## config.mk

```make
export PLATFORM = sky130hd
export DESIGN_NAME = pfb_desc_ram
export DESIGN_NICKNAME = d
export VERILOG_FILES = /design/src/rtl/core/pfb_pkg.sv /design/src/rtl/core/pfb_desc_ram.sv
export SDC_FILE = /design/constraint.sdc
export NUM_CORES = 1
export LEC_CHECK = 0
export BUFFER_PORTS_ARGS = -buffer_cell sky130_fd_sc_hd__buf_4
export CORE_MARGIN = 1.5
export CORE_UTILIZATION = 36
export CTS_CLUSTER_SIZE = 16
export DETAILED_ROUTE_END_ITERATION = 16
export PLACE_DENSITY = 0.58
export SYNTH_ARGS = -nofsm -noshare
export SYNTH_HDL_FRONTEND = slang
export SYNTH_SLANG_ARGS = --single-unit
```

## constraint.sdc

```tcl
create_clock -name clk -period 1.2 [get_ports clk]
set_input_delay 0.06 -clock clk [delete_from_list [all_inputs] [get_ports clk]]
set_output_delay 0.06 -clock clk [all_outputs]
set_load 0.02 [all_outputs]
```

## src/rtl/core/pfb_pkg.sv

```systemverilog
// ----------------------------------------------------------------------------
// pfb_pkg
// Shared sizes, codes and types for the port FIFO bank.
// ----------------------------------------------------------------------------
package pfb_pkg;

    localparam int PORT_COUNT   = 16;
    localparam int BUFFER_DEPTH = 128;
    localparam int ADDR_PORTS   = (PORT_COUNT < 16) ? PORT_COUNT : 16;

    localparam int PIDX_W  = $clog2(PORT_COUNT);
    localparam int PTR_W   = $clog2(BUFFER_DEPTH);
    localparam int CNT_W   = $clog2(BUFFER_DEPTH + 1);
    localparam int BYTE_AW = PIDX_W + PTR_W;

    localparam logic [1:0] OP_ACQUIRE = 2'd0;
    localparam logic [1:0] OP_CLOSE   = 2'd1;
    localparam logic [1:0] OP_WRITE   = 2'd2;
    localparam logic [1:0] OP_READ    = 2'd3;

    localparam logic [2:0] ST_OK      = 3'd0;
    localparam logic [2:0] ST_NOTOPEN = 3'd1;
    localparam logic [2:0] ST_UNAVAIL = 3'd2;
    localparam logic [2:0] ST_FULL    = 3'd3;
    localparam logic [2:0] ST_EMPTY   = 3'd4;

    typedef struct packed {
        logic [7:0]       owner;
        logic [PTR_W-1:0] rd_ptr;
        logic [PTR_W-1:0] wr_ptr;
        logic [CNT_W-1:0] count;
    } desc_t;

    typedef struct packed {
        logic              en;
        logic [PIDX_W-1:0] addr;
        desc_t             data;
    } desc_wr_t;

    typedef struct packed {
        logic               en;
        logic [BYTE_AW-1:0] addr;
        logic [7:0]         data;
    } byte_wr_t;

    typedef struct packed {
        logic [2:0] status;
        logic [3:0] port;
        logic [7:0] data;
        logic [7:0] fill;
    } result_t;

endpackage

```

## src/rtl/core/pfb_desc_ram.sv

```systemverilog
// ----------------------------------------------------------------------------
// pfb_desc_ram
// Per-port descriptor memory with registered read and per-entry valid bits.
// ----------------------------------------------------------------------------
module pfb_desc_ram (
    input  logic                        clk,
    input  logic                        rst_n,
    input  logic [pfb_pkg::PIDX_W-1:0]  raddr,
    input  pfb_pkg::desc_wr_t           wr,
    output pfb_pkg::desc_t              rdata
);

    pfb_pkg::desc_t                    mem [pfb_pkg::PORT_COUNT];
    logic [pfb_pkg::PORT_COUNT-1:0]    vld_reg;
    pfb_pkg::desc_t                    rd_reg;
    logic                              rd_vld_reg;

    always_ff @(posedge clk or negedge rst_n)
    begin
        if (!rst_n)
        begin
            vld_reg    <= '0;
            rd_vld_reg <= 1'b0;
        end
        else
        begin
            rd_vld_reg <= vld_reg[raddr];
            if (wr.en)
            begin
                vld_reg[wr.addr] <= 1'b1;
            end
        end
    end

    always_ff @(posedge clk)
    begin
        rd_reg <= mem[raddr];
        if (wr.en)
        begin
            mem[wr.addr] <= wr.data;
        end
    end

    assign rdata = rd_vld_reg ? rd_reg : '0;

endmodule

```

==> results.ini, run 1 <==
[synth]
yosysTopAreaCell=edfxtp_1
syn_area_sq_um=19500
synth_cells=861
ys_seq_area_share_pct=79.3
dominantRegCellSynth=edfxtp_1
synth_area_leaders=edfxtp_1 74%, mux4_2 14%, dfxtp_1 3.1%
ys_types=20
async_flop_share_pct=3.23
ys_ff_latch=527
synth_edf_count=480
synth_top_area_share_pct=74.0
yosysWarnings=0
syn_area_per_cell_sq_um=22.6
synth_nets=902

[drt]
drtAntennaViolNets=0
drtPass1Iterations=5
vias_per_cell=5.14
wl_microns=43600
routedWlPerCell_microns=24.1
drt_iter0_markers=732
drc=0
vias=9327

[place]
hpwlAfterDp_microns=26100
dp_cells=1680
place_area_sq_um=22300
gp_congestion=0.708
io_buffers=70

[power_and_ir_drop]
power_switching_uw=8580
swShare_pct=21.7
power_frac_comb_pct=8.6
clkPwrFrac_pct=39.0
p_leak_uw=0.00812
power.total_uw=39600
intPower_uw=31000
p_seq_share_pct=52.4
p_per_area_nw_per_um2=1600
irDropWorstVdd_mv=0.992

[grt]
grt_overflow=0
grt_pass1_vias=10132
grtUsageTotal_pct=16.1
grt_max_degree=32
grt_pass1_wl_microns=65600
antenna_found_initial=2

[floorplan]
core_sq_um=53600
die_area_sq_um=55500
pin_count=71
die_x_microns=236
rows=85
die_y_microns=236
start_util_pct=36.3

[setup_path]
critPathMaxFanout=6
crit_type=reg -> out
regToRegSetupSlack_ns=-0.10
arrival_ns=1.57
required_ns=1.14
crit_chain=buf_12 -> buf_8 -> and2_4 -> buf_6
cpLargestDelayFamily=flip-flops
path_buf_inv=3
cp_slowest_stage_delay_ns=0.42
start_kind=flop
end_kind=output pin
slowest_stage=dfrtp_2

[layout]
drive_gt1_share_pct=43.0
area_delta_synth_final_pct=27.3
design_area_sq_um=24800
nNetsFinal=1114
fillCellCount=4486
register_area_sq_um=15400
multiInputGateArea_sq_um=4320
largest_register_ffs=480
finalNonFillerCells=1813

[sta]
fin_ws_ns=-0.429
hold_viol=0
clock.fmax_ghz=0.614
worstMarginPinSlew_ns=0.286
finalMaxSlewViolations=0
fin_skew_ns=0.0201
rsz0062_at_grt=true
min_period_over_period_pct=136
finalCriticalPeriod_ns=1.63
setup_viol=46
relSlewSlack_pct=81.0

[clock_network]
clkSinkCount=527
numCtsBuffers=51
htree_levels=2
clock_latency_ns=0.60
cts_max_path_buffers=3
cts_tree=yes
cts_root_buf=clkbuf_16
path_clk_slew_ns=0.06

[run_status]
violations=setup timing
outcome=finished with violations

[flow_run]
drv_cap=0

[min_path]
hp-class=in -> reg

area by class of cell:
cell class | instances | share of cell area, %
tap | 696 | 3.51
multi-input combinational | 290 | 17.4
sequential | 527 | 62.3
timing repair buffer | 203 | 10.2
antenna | 1 | 0.0101
clock buffer | 71 | 5.82
clock inverter | 25 | 0.757
metal layers:
layer | routed length [microns] | vias to the layer above | track usage, %
li1 | - | 4029 | -
met1 | 19800 | 5042 | 22.8
met2 | 21200 | 199 | 26.1
met3 | 1890 | 57 | 2.88
met4 | 788 | 0 | 3.93
met5 | 0 | - | 0
kinds of logic after synthesis:
logic type,synth area share (%)
mux,14.3
buf+inv,1.22
simple gates,2.76
flops,79.3
compound gates,2.39
worst paths after layout:
check,start,endpoint,depth (start not counted)
max,rd_vld_reg$_DFF_PN0_,rdata[7],4
min in group asynchronous,rst_n,vld_reg[6]$_DFFE_PN0P_,3
max reg2reg,mem[11][15]$_DFFE_PP_,rd_reg[15]$_DFF_P_,3
min,raddr[2],rd_reg[29]$_DFF_P_,5
max in group asynchronous,rst_n,rd_vld_reg$_DFF_PN0_,3
min reg2reg,vld_reg[7]$_DFFE_PN0P_,vld_reg[7]$_DFFE_PN0P_,1
metrics by stage:
step	worst slack, ns	setup TNS, ns	hold WS [ns]	utilization (%)
finish	-0.429	-12.85	0.113	46.2
detailed placement	-0.409	-74.88	-0.0662	41.6
CTS	-0.462	-13.95	0.0768	46.1
global placement	-0.426	-72.14	-0.0683	41.6
global route	-0.475	-15.53	0.0999	46.2
floorplan	-0.532	-101.01	-0.236	-
worst reg2reg max path, cell delays in order, from the launching register on:
cell      delay (ns)
edfxtp_1        0.35
mux4_2          0.50
a22oi_2         0.19
nand2_2         0.11
Yosys cell counts, types with 4 or more instances:
master      n
dfrtp_1    17
a22oi_1    62
mux4_2    124
nand2_1    32
or2_1      16
nor2_1     13
buf_2      13
and2_1     31
nor3_1      4
clkbuf_1   22
buf_6       7
edfxtp_1  480
dfxtp_1    30
placed cells by master, fill, tap and decap left out, drive strengths merged:
master,synthesis,routed
and2,31,31
buf,22,170
nand2,32,32
dlygate4sd3,0,32
nand2b,2,2
nor2,13,13
or2,16,16
dfrtp,17,17
diode,0,1
bufinv,0,1
nand3,1,1
a22oi,62,62
nand3b,2,2
edfxtp,480,480
clkbuf,22,72
nor3,4,4
clkinvlp,0,1
inv,0,2
dfxtp,30,30
or3b,1,1
nor2b,2,2
clkinv,0,21
mux4,124,124
power groups by stage:
stage	registers, uW	logic (uW)	clock network, uW
final	20800	3400	15400
after global routing	20800	3640	16500
after CTS	20800	3430	15800
after detailed placement	21200	2820	0
after global placement	21200	2780	0
after floorplan	21100	1490	0
what timing repair did:
action,4_1_cts,5_1_grt
buffers inserted,2,0
hold endpoints to repair,497,17
pin swaps,52,18
hold buffers,32,1
cloned,2,0
setup endpoints to repair,59,78
gates resized for setup,104,20
(Power assumes the default switching activity.)
==> inputs of run 2 (changes only) <==
--- a/config.mk
+++ b/config.mk
@@ -8,9 +8,11 @@
 export BUFFER_PORTS_ARGS = -buffer_cell sky130_fd_sc_hd__buf_4
 export CORE_MARGIN = 1.5
 export CORE_UTILIZATION = 36
+export CTS_CLUSTER_DIAMETER = 60
 export CTS_CLUSTER_SIZE = 16
 export DETAILED_ROUTE_END_ITERATION = 16
 export PLACE_DENSITY = 0.58
+export SKIP_LAST_GASP = 1
 export SYNTH_ARGS = -nofsm -noshare
 export SYNTH_HDL_FRONTEND = slang
 export SYNTH_SLANG_ARGS = --single-unit
==> results.ini, run 2 (synthesis gave the netlist of run 1 again) <==
[clock_network]
cts_root_buf=clkbuf_16
cts_tree=yes
clock_latency_ns=0.57  ; -0.03 ns
htree_levels=2  ; unchanged
clkSinkCount=527  ; unchanged
path_clk_slew_ns=0.07  ; about the same
cts_max_path_buffers=3  ; unchanged
numCtsBuffers=41  ; -20%

[grt]
antenna_found_initial=2  ; unchanged
grt_pass1_wl_microns=65200  ; -0.59%
grtUsageTotal_pct=16.1  ; -0.075 points
met3_usage_pct=2.93  ; +0.047 points
grt_max_degree=32  ; unchanged
grt_overflow=0  ; unchanged
grt_pass1_vias=10001  ; -1.3%
grtUsageMet1_pct=22.6  ; -0.16 points
grt_use_met2_pct=26.4  ; +0.25 points
grt_busiest_layer=met2

[layout]
area_delta_synth_final_pct=25.4
fillCellCount=4513  ; +0.60%
multiInputGateArea_sq_um=4320  ; -0.12%
final_common_cell=edfxtp_1
layout_common_cells=480 x edfxtp_1, 124 x mux4_2, 74 x buf_4, 62 x buf_12, 51 x a22oi_2
drive_gt1_share_pct=41.5  ; -1.5 points
nNetsFinal=1104  ; -0.90%
design_area_sq_um=24400  ; -1.5%
fin_util_pct=45.6  ; -0.68 points
register_area_sq_um=15400  ; unchanged
largest_register_ffs=480  ; unchanged

[floorplan]
die_area_sq_um=55500  ; unchanged
start_util_pct=36.3  ; unchanged
core_sq_um=53600  ; unchanged
pin_count=71  ; unchanged
die_x_microns=236  ; unchanged
rows=85  ; unchanged
die_y_microns=236  ; unchanged

[drt]
drtAntennaViolNets=0  ; unchanged
routedWlPerCell_microns=24.3  ; +1.1%
wl_microns=43600  ; about the same
vias=9218  ; -1.2%
vias_per_cell=5.14  ; about the same
drc=0  ; unchanged
drtPass1Iterations=5  ; unchanged
drt_iter0_markers=764  ; +4.4%

[setup_path]
cp_slowest_stage_delay_ns=0.42  ; about the same
critPathMaxFanout=6  ; unchanged
path_buf_inv=3  ; unchanged
cpLargestDelayFamily=buffers and inverters
required_ns=1.14  ; about the same
end_kind=output pin
slowest_stage=dfrtp_2
arrival_ns=1.55  ; -0.02 ns
crit_chain=buf_12 -> buf_8 -> and2_4 -> buf_6
start_kind=flop
crit_type=reg -> out

[place]
io_buffers=70  ; unchanged
hpwlAfterDp_microns=26100  ; unchanged
gp_congestion=0.708  ; unchanged
place_area_sq_um=22300  ; unchanged

[power_and_ir_drop]
p_per_area_nw_per_um2=1530  ; -4.3%
irDropWorstVdd_mv=0.919  ; -7.3%
p_leak_uw=0.00793  ; -2.4%

[sta]
hold_viol=0  ; unchanged
fin_skew_ns=0.0268  ; +0.00675 ns
whs_ns=0.141  ; +0.0281 ns
fin_ws_ns=-0.408  ; +0.0211 ns
finalCriticalPeriod_ns=1.61  ; -0.0211 ns
setup_viol=45  ; -2.2%
min_period_over_period_pct=134  ; -1.8 points
final.setup.tns_ns=-12.16  ; +0.687 ns
clock.fmax_ghz=0.622  ; +1.3%
rsz0062_at_grt=true
worstMarginPinSlew_ns=0.284  ; -0.00112 ns
finalMaxSlewViolations=0  ; unchanged
relSlewSlack_pct=81.0  ; about the same

[run_status]
outcome=finished with violations
violations=setup timing

[min_path]
hp-class=in -> reg

[flow_run]
drv_cap=0  ; unchanged

==> run 2: cell count changes in the layout (fill, tap and decap cells not counted), sizes merged <==
cell | before | now
diode | 1 | 2
clkinvlp | 1 | 0
clkinv | 21 | 3
clkbuf | 72 | 70
bufinv | 1 | 0
inv | 2 | 3
==> run 2: worst paths after layout <==
kind,startpoint,cells past startpoint,slack [ns],endpoint
max,rd_vld_reg$_DFF_PN0_,4,-0.41,rdata[7]
min,raddr[3],5,0.14,rd_reg[3]$_DFF_P_
max reg2reg,mem[8][15]$_DFFE_PP_,3,-0.09,rd_reg[15]$_DFF_P_
min reg2reg,vld_reg[3]$_DFFE_PN0P_,1,0.47,vld_reg[3]$_DFFE_PN0P_
max in group asynchronous,rst_n,3,0.47,rd_vld_reg$_DFF_PN0_
min in group asynchronous,rst_n,3,0.51,vld_reg[8]$_DFFE_PN0P_
==> run 2: cell type report <==
| cell class | count | share of cell area (%) |
|---|---|---|
| Antenna cell | 2 | 0.0205 |
| Clock buffer | 69 | 4.93 |
| Tap cell | 696 | 3.57 |
| Timing Repair Buffer | 203 | 10.3 |
| Multi-Input combinational cell | 290 | 17.7 |
| Sequential cell | 527 | 63.2 |
| Clock inverter | 6 | 0.261 |
==> run 2: worst reg2reg max path, delay by kind of cell (launching register included) <==
family | cells | cell delay (ns)
simple gates | 1 | 0.11
mux | 1 | 0.48
compound gates | 1 | 0.18
flops | 1 | 0.36
==> run 2: metrics by stage <==
step / power [uW] / setup WS (ns) / std cells
6_report: 37300 / -0.408 / 1793
5_1_grt: 38600 / -0.464 / 1792
4_1_cts: 37700 / -0.436 / 1791
3_5_place_dp: 24000 / -0.409 / 1680
3_3_place_gp: 23900 / -0.426 / 1680
2_1_floorplan: 22600 / -0.532 / 861
==> run 2: power by group <==
part,total (uW),leakage (uW),switching [uW],internal [uW]
logic,3410,0.00255,1640,1770
clock network,13200,0.000610,6240,6930
registers,20700,0.00476,182,20600
==> run 2: timing repair <==
action,CTS,global route
setup endpoints to repair,60,78
setup buffers,2,0
hold buffers,32,1
hold endpoints to repair,497,17
resized for setup,105,18
gates cloned,2,0
pin swaps,55,16
==> run 2: metal layers <==
layer,vias to the layer above,share of wire (%)
met4,0,1.3
met2,169,49
met5,-,0
met3,50,4.1
li1,3987,-
met1,5012,46
==> inputs of run 3 (changes only) <==
--- a/config.mk
+++ b/config.mk
@@ -12,6 +12,7 @@
 export CTS_CLUSTER_SIZE = 16
 export DETAILED_ROUTE_END_ITERATION = 16
 export PLACE_DENSITY = 0.58
+export REMOVE_ABC_BUFFERS = 1
 export SKIP_LAST_GASP = 1
 export SYNTH_ARGS = -nofsm -noshare
 export SYNTH_HDL_FRONTEND = slang
==> results.ini, run 3 (synthesis gave the netlist of run 1 again) <==
[sta]
finalMaxSlewViolations=0  ; unchanged
clock.fmax_ghz=0.622  ; about the same
min_period_over_period_pct=134  ; about the same
rsz0062_at_grt=true
whs_ns=0.140  ; -0.000463 ns
fin_skew_ns=0.0105  ; -0.0163 ns
fin_ws_ns=-0.406  ; +0.00117 ns
finalCriticalPeriod_ns=1.61  ; -0.00117 ns
hold_viol=0  ; unchanged
relSlewSlack_pct=9.53  ; -71 points
final.setup.tns_ns=-10.81  ; +1.35 ns
worstMarginPinSlew_ns=1.35  ; +1.07 ns
setup_viol=48  ; +6.7%

[floorplan]
die_x_microns=236  ; unchanged
die_area_sq_um=55500  ; unchanged
pin_count=71  ; unchanged
die_y_microns=236  ; unchanged
rows=85  ; unchanged
start_util_pct=36.3  ; unchanged
core_sq_um=53600  ; unchanged

[grt]
grt_pass1_vias=9887  ; -1.1%
grt_max_degree=32  ; unchanged
grtUsageTotal_pct=16.5  ; +0.41 points
antenna_found_initial=2  ; unchanged
grt_overflow=0  ; unchanged
grt_pass1_wl_microns=67100  ; +2.8%

[flow_run]
drv_cap=0  ; unchanged

[power_and_ir_drop]
irDropWorstVdd_mv=0.918  ; -0.12%
p_leak_uw=0.00779  ; -1.8%
p_per_area_nw_per_um2=1540  ; +0.80%
power.total_uw=37000  ; -0.79%

[place]
dp_slack_ns=-0.405  ; +0.00336 ns
hpwlAfterDp_microns=27100  ; +3.8%
gp_congestion=0.732  ; +3.4%
io_buffers=70  ; unchanged

[drt]
drt_iter0_markers=678  ; -11%
vias=9316  ; +1.1%
drc=0  ; unchanged
routedWlPerCell_microns=24.9  ; +2.3%
drtAntennaViolNets=0  ; unchanged
vias_per_cell=5.18  ; +0.67%
drtPass1Iterations=5  ; unchanged
wl_microns=44800  ; +2.7%

[clock_network]
cts_root_buf=clkbuf_16
cts_tree=yes
cts_max_path_buffers=3  ; unchanged
numCtsBuffers=41  ; unchanged
clkSinkCount=527  ; unchanged
htree_levels=2  ; unchanged
clock_latency_ns=0.56  ; about the same
path_clk_slew_ns=0.07  ; about the same

[setup_path]
start_kind=flop
critPathMaxFanout=18  ; +12
crit_chain=buf_12 -> and2_1 -> buf_4
cp_slowest_stage_delay_ns=0.42  ; about the same
arrival_ns=1.55  ; about the same
required_ns=1.14  ; about the same
r2r_end=rd_reg[16]$_DFF_P_
regToRegSetupSlack_ns=-0.06  ; +0.03 ns
slowest_stage=dfrtp_1
end_kind=output pin
rr_startpoint=mem[11][16]$_DFFE_PP_
crit_type=reg -> out
r2r_cells=3  ; unchanged

[min_path]
hp-class=in -> reg
worstHoldPathCells=4  ; -1
hold_end=mem[8][20]$_DFFE_PP_
worstHoldStart=wr[30]

[layout]
largest_register_ffs=480  ; unchanged
final_common_cell=edfxtp_1
drive_gt1_share_pct=38.7  ; -2.7 points
nNetsFinal=1111  ; +0.63%
area_delta_synth_final_pct=23.4
layout_common_cells=480 x edfxtp_1, 128 x buf_4, 124 x mux4_2, 51 x a22oi_2, 48 x buf_12

[run_status]
outcome=finished with violations
violations=setup timing

==> run 3: stage by stage <==
stage               std cells  utilization (%)  instance area (sq um)
detailed placement       1691             41.4                  22200
finish                   1800             44.8                  24000
global placement         1691             41.4                  22200
floorplan                 817                -                  19200
global route             1800             44.8                  24000
CTS                      1799             44.7                  24000
==> run 3: area by class of cell <==
class	count	area, sq um
Fill cell	4500	29600
Sequential cell	527	15400
Clock inverter	10	96.3
Antenna cell	1	2.50
Clock buffer	66	1170
Multi-Input combinational cell	290	4180
Tap cell	696	871
Timing Repair Buffer	210	2270
==> run 3: how the worst max path moves through the flow <==
| stage | start | end | slack [ns] | cells after the start |
|---|---|---|---|---|
| floorplan | wr[32] | mem[0][0]$_DFFE_PP_ | -1.86 | 2 |
| global placement | raddr[0] | rd_vld_reg$_DFF_PN0_ | -0.41 | 6 |
| detailed placement | raddr[0] | rd_vld_reg$_DFF_PN0_ | -0.41 | 6 |
| CTS | rd_vld_reg$_DFF_PN0_ | rdata[19] | -0.46 | 3 |
| global route | rd_vld_reg$_DFF_PN0_ | rdata[19] | -0.47 | 3 |
| finish | rd_vld_reg$_DFF_PN0_ | rdata[23] | -0.41 | 3 |
==> run 3: critical path, delay by kind of cell, from the launching register on <==
kind | cells | cell delay (ns)
DFF | 1 | 0.42
and+or+nand+nor | 1 | 0.19
buffers and inverters | 2 | 0.36
==> run 3: layer usage <==
layer / up-vias / track usage [%] / wire length [microns]
li1: 4013 / - / -
met2: 185 / 27.5 / 22400
met3: 42 / 2.70 / 1790
met5: - / 0 / 13
met1: 5074 / 23.0 / 20000
met4: 2 / 3.21 / 604
==> run 3: report_power, final <==
part / total, uW / switching, uW / internal [uW]
sequential: 20700 / 181 / 20600
clock: 13300 / 6310 / 7000
combinational: 2980 / 1560 / 1420
==> run 3: repair_timing <==
item                                    CTS  global route
resized for setup                        40            13
setup buffers                             0             0
hold endpoints to repair                497            17
pin swaps                                59             4
endpoints found under the setup margin   61            78
hold buffers                             32             1
